File: config.mk
export PLATFORM = sky130hd
export DESIGN_NAME = ppe_ctrl
export DESIGN_NICKNAME = d
export VERILOG_FILES = /design/src/sv/ppe_pkg.sv /design/src/sv/ppe_ctrl.sv
export SDC_FILE = /design/constraint.sdc
export NUM_CORES = 1
export LEC_CHECK = 0
export ABC_AREA = 1
export BUFFER_PORTS_ARGS = -buffer_cell sky130_fd_sc_hd__buf_2
export CORE_AREA = 2 2 39 41
export DETAILED_ROUTE_END_ITERATION = 7
export DIE_AREA = 0 0 41 43
export PLACE_DENSITY = 0.59
export SLEW_MARGIN = 20
export SYNTH_ARGS = -nofsm -noshare
export SYNTH_HDL_FRONTEND = slang
export SYNTH_SLANG_ARGS = --single-unit
File: constraint.sdc
create_clock -name i_clk -period 1.4 [get_ports i_clk]
set_clock_uncertainty 0.05 [all_clocks]
set_input_delay 0.35 -clock i_clk [delete_from_list [all_inputs] [get_ports i_clk]]
set_output_delay 0.35 -clock i_clk [all_outputs]
set_load 0.02 [all_outputs]
File: src/sv/ppe_pkg.sv
// Shared types, constants and fixed-point helpers for the particle pool.
// Used by every module of particle_pool_euler_step but ppe_ram; depends on nothing.
package ppe_pkg;

    localparam int POOL_DEPTH_DEF = 1024;
    localparam int IN_W  = 320;
    localparam int OUT_W = 304;

    localparam logic signed [31:0] GRAVITY_RST = -32'sd642253;
    localparam logic [10:0]        LIMIT_RST   = 11'd1000;

    localparam logic [1:0] KIND_TICK  = 2'd0;
    localparam logic [1:0] KIND_SPAWN = 2'd1;
    localparam logic [1:0] KIND_READ  = 2'd2;

    localparam logic [1:0] ST_OK       = 2'd0;
    localparam logic [1:0] ST_FULL     = 2'd1;
    localparam logic [1:0] ST_NOT_LIVE = 2'd2;

    localparam logic REG_GRAVITY = 1'b0;
    localparam logic REG_LIMIT   = 1'b1;

    typedef struct packed {
        logic signed [31:0] pos_x;
        logic signed [31:0] pos_y;
        logic signed [31:0] pos_z;
        logic signed [31:0] vel_x;
        logic signed [31:0] vel_y;
        logic signed [31:0] vel_z;
        logic [30:0]        age;
        logic [30:0]        life;
        logic signed [31:0] angle;
        logic signed [31:0] spin;
    } t_rec;

    typedef struct packed {
        logic cap;
        logic gdt;
        logic expire;
        logic load;
        logic mul;
        logic adv;
        logic spawn;
        logic rd;
        logic fin;
    } t_cmd;

    typedef struct packed {
        logic [1:0] kind;
        logic       expired;
        logic       more;
        logic       empty;
        logic       out_free;
    } t_sts;

    function automatic logic signed [31:0] sat_add(input logic signed [31:0] a,
                                                   input logic signed [31:0] b);
        logic signed [32:0] s;
        s = {a[31], a} + {b[31], b};
        if (s[32] != s[31]) begin
            sat_add = s[32] ? 32'sh8000_0000 : 32'sh7fff_ffff;
        end else begin
            sat_add = s[31:0];
        end
    endfunction

    // Product with dt, shifted down by 16 and rounded toward minus infinity.
    function automatic logic signed [31:0] mul_dt(input logic signed [31:0] a,
                                                  input logic [15:0] dt);
        logic signed [48:0] p;
        p = a * $signed({1'b0, dt});
        mul_dt = p[47:16];
    endfunction

endpackage

File: src/sv/ppe_ctrl.sv
// Sequencer of the particle pool: decodes an item and steps the datapath.
// Depends on ppe_pkg.
module ppe_ctrl (
    input  logic          i_clk,
    input  logic          i_rst_n,
    input  logic          i_tvalid,
    output logic          o_tready,
    input  ppe_pkg::t_sts i_sts,
    output ppe_pkg::t_cmd o_cmd
);
    import ppe_pkg::*;

    localparam logic [2:0] S_IDLE   = 3'd0;
    localparam logic [2:0] S_DECODE = 3'd1;
    localparam logic [2:0] S_EVAL   = 3'd2;
    localparam logic [2:0] S_MUL    = 3'd3;
    localparam logic [2:0] S_ADD    = 3'd4;
    localparam logic [2:0] S_RDW    = 3'd5;
    localparam logic [2:0] S_FIN    = 3'd6;

    logic [2:0] r_state;
    logic [2:0] n_state;

    always_comb begin
        n_state = r_state;
        o_cmd   = '0;
        case (r_state)
            S_IDLE: begin
                if (i_tvalid) begin
                    o_cmd.cap = 1'b1;
                    n_state   = S_DECODE;
                end
            end
            S_DECODE: begin
                case (i_sts.kind)
                    KIND_TICK: begin
                        o_cmd.gdt = 1'b1;
                        n_state   = i_sts.empty ? S_FIN : S_EVAL;
                    end
                    KIND_SPAWN: begin
                        o_cmd.spawn = 1'b1;
                        n_state     = S_FIN;
                    end
                    KIND_READ: begin
                        o_cmd.rd = 1'b1;
                        n_state  = S_RDW;
                    end
                    default: n_state = S_FIN;
                endcase
            end
            S_EVAL: begin
                if (i_sts.expired) begin
                    o_cmd.expire = 1'b1;
                    n_state      = i_sts.more ? S_EVAL : S_FIN;
                end else begin
                    o_cmd.load = 1'b1;
                    n_state    = S_MUL;
                end
            end
            S_MUL: begin
                o_cmd.mul = 1'b1;
                n_state   = S_ADD;
            end
            S_ADD: begin
                o_cmd.adv = 1'b1;
                n_state   = i_sts.more ? S_EVAL : S_FIN;
            end
            S_RDW: n_state = S_FIN;
            S_FIN: begin
                if (i_sts.out_free) begin
                    o_cmd.fin = 1'b1;
                    n_state   = S_IDLE;
                end
            end
            default: n_state = S_IDLE;
        endcase
    end

    always_ff @(posedge i_clk) begin
        if (!i_rst_n) begin
            r_state <= S_IDLE;
        end else begin
            r_state <= n_state;
        end
    end

    assign o_tready = (r_state == S_IDLE);
endmodule

Yosys cells after proc, flatten, opt, wreduce, memory -nomap -nowiden
Index checks and enable logic that the tools add are counted.
{"block": "word_totals", "regBits": 3, "ramBits": 0, "wordCells": 35, "n_memories": 0, "rom_bits": 0, "latchBits": 0, "out_inout_bits": 10, "in_bits": 9}
{"block": "classes", "div": 0, "reduce_logical": 3, "multipliers": 0, "magnitude_cmp": 0, "n_eq_ne": 10, "bitwise": 0, "n_addsub": 0, "mux": 21, "shifts": 0}
{"op": "$pmux W3 S7", "count": 1}
{"op": "$mux W3", "count": 5}
{"op": "$mux W1", "count": 12}
{"op": "$eq A3 B3 Y1 const B", "count": 3}
{"op": "$eq A3 B2 Y1 const B", "count": 2}
{"op": "$pmux W3 S2", "count": 1}
{"op": "$mux W2", "count": 2}
{"op": "$ne A2 B2 Y1 const B", "count": 2}
{"op": "$eq A3 B1 Y1 const B", "count": 1}
{"op": "$logic_not A3 Y1", "count": 1}
{"op": "$eq A2 B1 Y1 const B", "count": 1}
{"op": "$eq A2 B2 Y1 const B", "count": 1}
{"op": "$logic_not A2 Y1", "count": 1}
{"op": "$reduce_and A2 Y1", "count": 1}

Longest topological paths before layout
Gate-level depths: netlist of the first run.
{"block": "depth", "depth_word": 3, "ltp_mapped": 7, "mapped_depth_nobuf": 7}

Worst setup path before layout of the first run
No wires, ideal clock.
{"block": "synth_timing", "path_kind": "reg2out", "startpoint": "register r_state[2]", "endpoint": "output port o_cmd[8] (netlist name)", "arrival_ns": 1.147, "n_path_buf": 1, "stages_incl_launch_ff": 3, "slack_ns": -0.147, "t_required_ns": 1.000, "path_cell_list": "dfxtp_1 -> buf_4 -> nor4_1"}
{"element": "from (decl)", "line": "ppe_ctrl.sv:21", "rtl": "logic [2:0] r_state;"}
{"element": "from (signal assigned)", "line": "ppe_ctrl.sv:83", "rtl": "r_state <= n_state;"}
{"element": "to (decl)", "line": "ppe_ctrl.sv:9", "rtl": "output ppe_pkg::t_cmd o_cmd"}

==> results of run 1 <==
cells in the mapped netlist, drive strengths merged:
| cell | count | area, um^2 |
|---|---|---|
| nor3 | 7 | 45.0 |
| nor2 | 10 | 50.1 |
| buf | 2 | 12.5 |
| inv | 13 | 48.8 |
| nand2 | 9 | 36.3 |
| o211ai | 1 | 7.51 |
| nor4 | 1 | 6.26 |
| o21ai | 2 | 10.0 |
| nand3 | 4 | 25.0 |
| dfxtp | 3 | 60.1 |
| nand4 | 1 | 6.26 |
report_power, final:
part | internal (uW) | total [uW] | switching (uW) | leakage, uW
combinational | 493 | 980 | 488 | 0.000302
clock | 107 | 157 | 50.1 | 0.0000150
sequential | 149 | 250 | 101 | 0.0000267
cell type report:
cell class | count | share of cell area (%)
well taps | 16 | 3.02
flip-flops and latches | 3 | 10.8
multi-input cells | 35 | 39.9
repair buffers | 30 | 34.2
clock buffers | 4 | 3.97
inverters | 13 | 8.13
repair_timing:
item	CTS	global route
gates resized for setup	24	13
endpoints found under the setup margin	10	10
buffers inserted	4	3
hold endpoints to repair	0	0
pin swaps	5	5
path summary, 6_finish.rpt:
| check | endpoint | slack, ps | depth (start not counted) |
|---|---|---|---|
| max | o_cmd[8] | -130 | 3 |
| min | r_state[2] | 300 | 3 |
| max reg2reg | r_state[0] | 90 | 8 |
| min reg2reg | r_state[0] | 650 | 3 |
layer usage:
| layer | vias up | wire length, um |
|---|---|---|
| li1 | 234 | - |
| met1 | 192 | 435 |
| met2 | 17 | 487 |
| met3 | 2 | 55 |
| met4 | 0 | 12 |
| met5 | - | 0 |
kinds of logic after synthesis:
| logic type | Yosys count | synth area share [%] |
|---|---|---|
| AOI/OAI and AO/OA | 3 | 5.69 |
| buffers and inverters | 15 | 19.9 |
| DFF | 3 | 19.5 |
| and+or+nand+nor | 32 | 54.9 |
per-stage QoR:
stage	setup TNS, ps	util [%]	hold WS [ps]
2_1_floorplan	-69.3	-	404
3_3_place_gp	-13.7	32.5	529
3_5_place_dp	0	32.5	530
4_1_cts	-777	42.6	285
5_1_grt	-1260	47.8	301
6_report	-794	47.8	295
tightest hold or removal path, delay by kind of cell:
kind,cells,cell delay (ps)
buffers and inverters,2,170
and+or+nand+nor,1,30
cells in the final DEF (no fill, tap or decap), types with 2 or more instances in the layout:
cell type / synthesis / routed
nor2_1: 7 / 5
nand3_1: 3 / 3
nor3_2: 2 / 3
buf_6: 0 / 7
nand2_1: 8 / 7
clkbuf_4: 0 / 3
inv_4: 0 / 2
o21ai_1: 2 / 2
nor3_1: 5 / 2
buf_2: 1 / 10
nor3_4: 0 / 2
inv_1: 10 / 10
buf_4: 1 / 13
dfxtp_4: 0 / 3
nor2_4: 1 / 4
==> summary.md, run 1 <==
| Metric | Value |
|---|---|
| Synthesis-to-finish area growth | `115%` |
| First-pass GRT wire length | `~1.4 mm` |
| Row count | `14` |
| Maximum vdd drop | `about 0.85 mV` |
| Max incr delay on CP | `about 350 ps` |
| Routed via count | `445` |
| Layout fillers | `145` |
| GR met3 Demand/Resource | `between 1.5 and 2%` |
| Layout cells sized above 1 | `about 62%` |
| Synth cell types | `18` |
| Status | `complete, but fails checks` |
| WL/cell | `9.81 um` |
| Routed vias/inst | `4.41` |
| Leakage | `0.000344 uW` |
| Full die area | `between 1500 and 2000 um^2` |
| Hold path start | `i_rst_n` |
| Number of max-cap violations | `0` |
| Final Hold Fails | `0` |
| Final max-slew violation count | `0` |
| Synth warn | `0` |
| Clk sinks | `3` |
| Crit. Startpoint | `r_state[1]` |
| CP delay by family, top | `flip-flops` |
| N_diodes | `0` |
| DP Area | `~450 um^2` |
| Die H | `between 40 and 50 um` |
| Global Route met1 Usage | `between 10% and 20%` |
| Grt met2 use | `between 10% and 20%` |
| Htree depth | `1` |
| GRT Total Usage | `a little under an eighth` |
| Die Wd | `41 um` |
| Final GP Congestion | `just over 0.8` |
| Hold crit path type | `input port to flop` |
| Fmax | `655 MHz` |
| Worst path cell trace | `buf_4 -> nor4_4 -> buf_4` |
| Worst setup EP type | `primary output` |
| Syn_nets | `62` |
| DRC | `0` |
| Crit Reg-Reg Startpoint | `r_state[2]` |
| Arr. time, crit path | `approximately 1100 ps` |
| Buf/Inv on CP | `2` |
| CP Launch Type | `flop` |
| Syn Area/Cell | `5.81 um^2` |
| Ratio of final minimum period to clock period | `109%` |
| Core Area | `about 1400 um^2` |
| Clock Pin Slew Worst Setup and Hold Paths | `40 ps` |
| Power Density | `roughly 2100 nW/um^2` |
| Total grt overflow | `0` |
| IO Pins | `19` |
| Post-route minimum period | `1530 ps` |
| Max Fanout on Critical Path | `3` |
| Initial antenna violation count | `0` |
| RSZ-0062 raised after global routing | `yes` |
| IO buf count | `18` |
| # setup viols final | `10` |
| Critical Path Slowest Stage Cell | `dfxtp_4` |
| CTS buffer count | `3` |
| Iteration-0 DRC Markers | `9` |
| Finished Cell Area | `662 um^2` |
| Routed wire length | `991 um` |
| Starting Density | `between 20% and 30%` |
| Post-synthesis cell count | `between 50 and 60` |
| Clk Latency, worst-skew pair | `240 ps` |
| Placed cell count | `90` |
| CTS tree | `done` |
| # hold bufs at CTS | `0` |
| Biggest regs | `r_state: 3 flops` |
| Multi-input gate area | `264 um^2` |
| Post-Layout Cell Count | `101` |
| Clock Path Buffers | `2` |
| GRT Max-Usage Layer | `met2` |
| Dpl hpwl | `634 um` |
| Pre-CTS worst setup slack | `about 24 ps` |
| Violated checks | `negative setup slack` |
| Slew headroom | `roughly 88%` |
| Clk root buf | `clkbuf_4` |
| Largest Register | `r_state` |
| CP Data Required Time | `1000 ps` |
| Max reg flops | `3` |
| Fin nets | `between 90 and 100` |
| CP dominant cell by count | `buf_4` |
| Worst setup margin | `-128 ps` |
| Synth Register Bits | `3` |
| Largest net degree at the start of global routing | `8` |
| Overall power | `approximately 1400 uW` |
| Cell Area, Synth | `around 300 um^2` |
| Routed Antenna Nets | `0` |
| WS Path Type | `flop to primary output` |
| First-pass iteration count of the detailed router | `4` |
| Vias in the first global route | `387` |
| Post-synthesis sequential area ratio | `between 10% and 20%` |
| Register area | `between 70 and 80 um^2` |
| Tightest Pin Transition | `around 180 ps` |
Note: power is estimated with default switching activity, not from simulation.
==> inputs of run 2 (changes only) <==
ABC_AREA = unset   (was 1)
CTS_BUF_LIST = sky130_fd_sc_hd__clkbuf_4 sky130_fd_sc_hd__clkbuf_8   (was unset)
==> run 2 against run 1 <==
  * The run still ends with negative setup slack left
  * First-iteration DRC count is 67% lower
  * Core utilization up 0.54 points
  * Synthesized cell count shrank 34%
  * Sequential share of layout area fell by 0.87 points
  * Worst setup slack lost 13 ps
  * Largest cell class unchanged
==> summary.md, run 2 <==
| Metric | Value |
|---|---|
| Initial antenna violation count | `0` |
| Largest net degree at the start of global routing | `12` |
| Die H | `between 40 and 50 um` |
| Tightest Pin Transition | `around 260 ps` |
| Clk root buf | `clkbuf_4` |
| Number of synthesized flops with an enable pin | `0` |
| Fmax | `approximately 650 MHz` |
| Number of max-cap violations | `0` |
| Clk sinks | `3` |
| Synth warn | `0` |
| GRT Max-Usage Layer | `met2` |
| Worst setup EP type | `primary output` |
| Async SR Flop Fraction | `0%` |
| CP Launch Type | `flop` |
| IO Pins | `19` |
| Routed vias/inst | `4.90` |
| Syn_nets | `44` |
| First-pass iteration count of the detailed router | `2` |
| Pre-CTS worst setup slack | `about 15 ps` |
| CTS tree | `done` |
| Ratio of final minimum period to clock period | `110%` |
| Clock Pin Slew Worst Setup and Hold Paths | `~40 ps` |
| Most frequent cells in the layout | `buf_4, buf_2, buf_6` |
| Power Density | `between 1000 and 1500 nW/um^2` |
| Synth cell count leaders | `dfxtp_1, nor3_1, nor3b_1` |
| Dpl hpwl | `~630 um` |
| Leading area contributor after synthesis | `dfxtp_1` |
| Max reg flops | `3` |
| Worst setup margin | `-140 ps` |
| Leakage | `between 0.0003 and 0.0004 uW` |
| RSZ-0062 raised after global routing | `yes` |
| Final max-slew violation count | `0` |
| Largest Register | `r_state` |
| Leading cell type in the layout, fill and taps excluded | `buf_4` |
| Routed Antenna Nets | `0` |
| Global Route met1 Usage | `about an eighth` |
| Htree depth | `1` |
| Post-route minimum period | `1540 ps` |
| N_diodes | `0` |
| First-pass GRT wire length | `1.35 mm` |
| Grt met2 use | `18.1%` |
| Synth area leaders | `dfxtp_1, buf_6, nor3b_1` |
| DRC | `0` |
| Fin nets | `75` |
| # setup viols final | `10` |
| Clock Path Buffers | `2` |
| Slew headroom | `82.3%` |
| WS Path Type | `flop to primary output` |
| Final Hold Fails | `0` |
| Prevailing post-synth register cell | `dfxtp_1` |
| CTS buffer count | `3` |
| Cell Area, Synth | `~300 um^2` |
| Full die area | `1760 um^2` |
| Status | `complete, but fails checks` |
| Iteration-0 DRC Markers | `3` |
| Vias in the first global route | `approximately 370` |
| Synth Register Bits | `3` |
| Synth top area share | `around a fifth` |
| Total grt overflow | `0` |
| Final GP Congestion | `~0.75` |
| Post-synthesis cell count | `35` |
| Clk Latency, worst-skew pair | `approximately 230 ps` |
| Violated checks | `negative setup slack` |
| GR met3 Demand/Resource | `1.57%` |
| Synthesis-to-finish area growth | `124%` |
| Post-synthesis sequential area ratio | `20.1%` |
| IO buf count | `18` |
| Biggest regs | `r_state: 3 flops` |
| Die Wd | `41 um` |
| Placed cell count | `74` |
| Row count | `14` |
| Maximum vdd drop | `0.612 mV` |
| Starting Density | `between 20% and 30%` |
| Arr. time, crit path | `between 1000 and 1500 ps` |
| Hold crit path type | `input port to flop` |
| Routed wire length | `about 930 um` |
| Max Fanout on Critical Path | `9` |
| Core Area | `1380 um^2` |
| Synth cell types | `25` |
| CP Data Required Time | `1000 ps` |
| GRT Total Usage | `approximately 11%` |
| Routed via count | `397` |
| Layout cells sized above 1 | `around 74%` |
| WL/cell | `roughly 12 um` |
| Syn Area/Cell | `8.54 um^2` |
| Post-Layout Cell Count | `81` |
-- run 2: changes by cell type after synthesis, moves of 3 or more --
| cell | previous run | this run |
|---|---|---|
| nand2_1 | 8 | 2 |
| nand3_1 | 3 | 0 |
| nor2_1 | 7 | 2 |
| inv_2 | 3 | 0 |
| inv_1 | 10 | 1 |
| nor3b_1 | 0 | 3 |
-- run 2: through the flow --
step	util [%]	hold WS (ps)	area [um^2]	setup TNS, ps	power [uW]
after floorplan	-	434	344	-231	447
after global placement	36.1	506	499	-2.34	603
after detailed placement	36.1	502	499	0	605
after CTS	42.0	309	582	-1030	844
after global routing	48.4	320	669	-1550	1040
final	48.4	317	669	-932	967
-- run 2: power by group --
| part | total [uW] | leakage, uW | switching, uW | internal, uW |
|---|---|---|---|---|
| clock | 167 | 0.0000184 | 41.1 | 126 |
| combinational | 648 | 0.000261 | 295 | 353 |
| sequential | 152 | 0.0000261 | 32.6 | 120 |
-- run 2: kinds of logic (layout without fill, tap and decap cells) --
family,Yosys count,count (layout),synth area share (%)
AND/OR/NAND/NOR,22,22,53.6
flip-flops,3,3,20.1
buffers and inverters,4,34,10.5
AO/OA/AOI/OAI,6,6,15.9
-- run 2: final timing paths --
kind / from / to / slack (ps) / cells past startpoint
worst max-delay path: r_state[2] / o_cmd[6] / -140 / 3
worst min-delay path: i_rst_n / r_state[2] / 320 / 2
worst max register to register: r_state[0] / r_state[2] / 70 / 4
worst min register to register: r_state[2] / r_state[0] / 510 / 2
-- run 2: area by class of cell --
class                      instances  area [um^2]
fill                             149          714
sequential                         3         66.3
tap                               16         20.0
multi-input combinational         28          298
timing repair buffer              29          251
inverter                           1         3.75
clock buffer                       4         30.0
-- run 2: timing repair --
action / CTS / global route
setup buffers: 1 / 1
cloned: 0 / 1
endpoints found under the setup margin: 10 / 11
hold buffers: 0 / 0
gates resized for setup: 17 / 11
pin swaps: 3 / 4
-- run 2: routing by layer --
layer | vias up | routed length (um)
met5 | - | 0
met4 | 0 | 14
met3 | 2 | 37
met2 | 12 | 481
met1 | 190 | 398
li1 | 193 | -
-- run 2: worst max-delay path, stage by stage (launching register included) --
cell and delay (ps):
dfxtp_2 320, buf_6 140, nor4bb_4 270, buf_4 180
==> inputs of run 3 (changes only) <==
BUFFER_PORTS_ARGS = -buffer_cell sky130_fd_sc_hd__buf_4   (was -buffer_cell sky130_fd_sc_hd__buf_2)
==> run 3 against run 2 <==
  * The flow still finishes with violations (negative setup slack)
  * Clock power is essentially flat
  * Via count grew 0.50%
  * Sequential share of layout area shrank 0.32 points
  * Sequential power hardly changed
  * Critical path type unchanged
==> summary.md, run 3 (synthesized netlist as in run 2, its figures left out) <==
| Metric | Value |
|---|---|
| Status | `complete, but fails checks` |
| Violated checks | `negative setup slack` |
| P_sw | `371 uW` |
| Core Area | `1380 um^2` |
| Clock Path Buffers | `2` |
| WL/cell | `~11 um` |
| Htree depth | `1` |
| # setup viols final | `10` |
| Finished Cell Area | `roughly 670 um^2` |
| Clk Latency, worst-skew pair | `230 ps` |
| Layout fillers | `~130` |
| CP Launch Type | `flop` |
| Routed vias/inst | `4.81` |
| Routed via count | `399` |
| Final GP Congestion | `0.734` |
| Worst setup EP type | `primary output` |
| Overall power | `roughly 990 uW` |
| Sw frac | `37.5%` |
| Slew headroom | `just over 80%` |
| Biggest regs | `r_state: 3 flops` |
| Logic pwr share | `68.1%` |
| Synthesis-to-finish area growth | `123%` |
| Clock power share | `between 15 and 20%` |
| Dpl hpwl | `~630 um` |
| Layout cells sized above 1 | `74.6%` |
| Max reg flops | `3` |
| Hold crit path type | `input port to flop` |
| Arr. time, crit path | `1150 ps` |
| DP Area | `between 500 and 600 um^2` |
| Most frequent cells in the layout | `buf_4, buf_6, clkbuf_4` |
| Reg power frac | `about 15%` |
| IO buf count | `18` |
| Tightest Pin Transition | `253 ps` |
| Routed Antenna Nets | `0` |
| Crit Reg-Reg Startpoint | `r_state[2]` |
| Starting Density | `roughly 22%` |
| Total grt overflow | `0` |
| Die H | `around 43 um` |
| Pint | `618 uW` |
| Full die area | `roughly 1800 um^2` |
| Hold path start | `i_rst_n` |
| Routed wire length | `approximately 900 um` |
| First-pass iteration count of the detailed router | `2` |
| Largest net degree at the start of global routing | `8` |
| Final max-slew violation count | `0` |
| WS Path Type | `flop to primary output` |
| CTS buffer count | `3` |
| Final Hold Fails | `0` |
| Power Density | `roughly 1500 nW/um^2` |
| Ratio of final minimum period to clock period | `110%` |
| Vias in the first global route | `roughly 370` |
| Leading cell type in the layout, fill and taps excluded | `buf_4` |
| CP Data Required Time | `1000 ps` |
| Max Fanout on Critical Path | `5` |
| IO Pins | `19` |
| Row count | `14` |
| Die Wd | `approximately 40 um` |
| DRC | `0` |
| First-pass GRT wire length | `1.46 mm` |
| CTS tree | `done` |
| GR met3 Demand/Resource | `under 10%` |
| Fmax | `around 650 MHz` |
| N_diodes | `0` |
| Worst setup margin | `-146 ps` |
| Largest Register | `r_state` |
| Post-route minimum period | `around 1500 ps` |
| Number of max-cap violations | `0` |
| Clk sinks | `3` |
| GRT Max-Usage Layer | `met2` |
| Iteration-0 DRC Markers | `5` |
| # hold bufs at CTS | `0` |
| GRT Total Usage | `approximately an eighth` |
| Maximum vdd drop | `around 0.64 mV` |
| RSZ-0062 raised after global routing | `yes` |
| Clock Pin Slew Worst Setup and Hold Paths | `around 30 ps` |
| Clk root buf | `clkbuf_4` |
| Global Route met1 Usage | `around 15%` |
| Leakage | `approximately 0.00031 uW` |
| Fin nets | `just under 80` |
| Grt met2 use | `18.8%` |
| Crit. Startpoint | `r_state[2]` |
| Initial antenna violation count | `0` |
[run 3: worst max-delay path, stage by stage (launching register included)]
cell     delay, ps
dfxtp_2        340
buf_6          140
nor4b_4        260
buf_4          170
[run 3: worst paths after layout]
check / to / slack, ps / cells after the start
worst max-delay path: o_cmd[5] / -150 / 3
worst min-delay path: r_state[2] / 300 / 2
worst max register to register: r_state[2] / 60 / 4
worst min register to register: r_state[1] / 560 / 2
[run 3: area by class of cell]
class                   instances  area, um^2  area share, %
clock buffers                   4        30.0           4.51
repair buffers                 31         259           38.9
multi-input cells              28         289           43.4
inverters                       1        3.75          0.564
flip-flops and latches          3        63.8           9.59
well taps                      16        20.0           3.01
[run 3: timing repair]
| item | in CTS | in global routing |
|---|---|---|
| setup buffers | 4 | 1 |
| endpoints found under the setup margin | 10 | 11 |
| gates resized for setup | 12 | 6 |
| cloned | 1 | 0 |
| pin swaps | 3 | 3 |
[run 3: power groups by stage]
| stage | registers, uW | logic [uW] | clock network (uW) |
|---|---|---|---|
| 5_1_grt | 152 | 726 | 181 |
| 3_3_place_gp | 132 | 478 | 0 |
| 3_5_place_dp | 132 | 478 | 0 |
| 6_report | 149 | 673 | 167 |
| 4_1_cts | 144 | 598 | 176 |
| 2_1_floorplan | 135 | 312 | 0 |
[run 3: metal layers]
layer	share of wire, %	routed length, um
met1	44	400
met2	50	455
met3	5.2	47
met4	0	0
met5	0	0
[run 3: stage by stage]
step	worst slack, ps	hold slack, ps	util [%]	cells	TNS, ps
3_5_place_dp	33.7	535	37.9	73	0
2_1_floorplan	-123	434	-	35	-231
4_1_cts	-149	292	45.8	82	-982
6_report	-146	302	48.1	83	-1020
3_3_place_gp	41.1	533	37.9	73	0
5_1_grt	-188	309	48.1	83	-1560
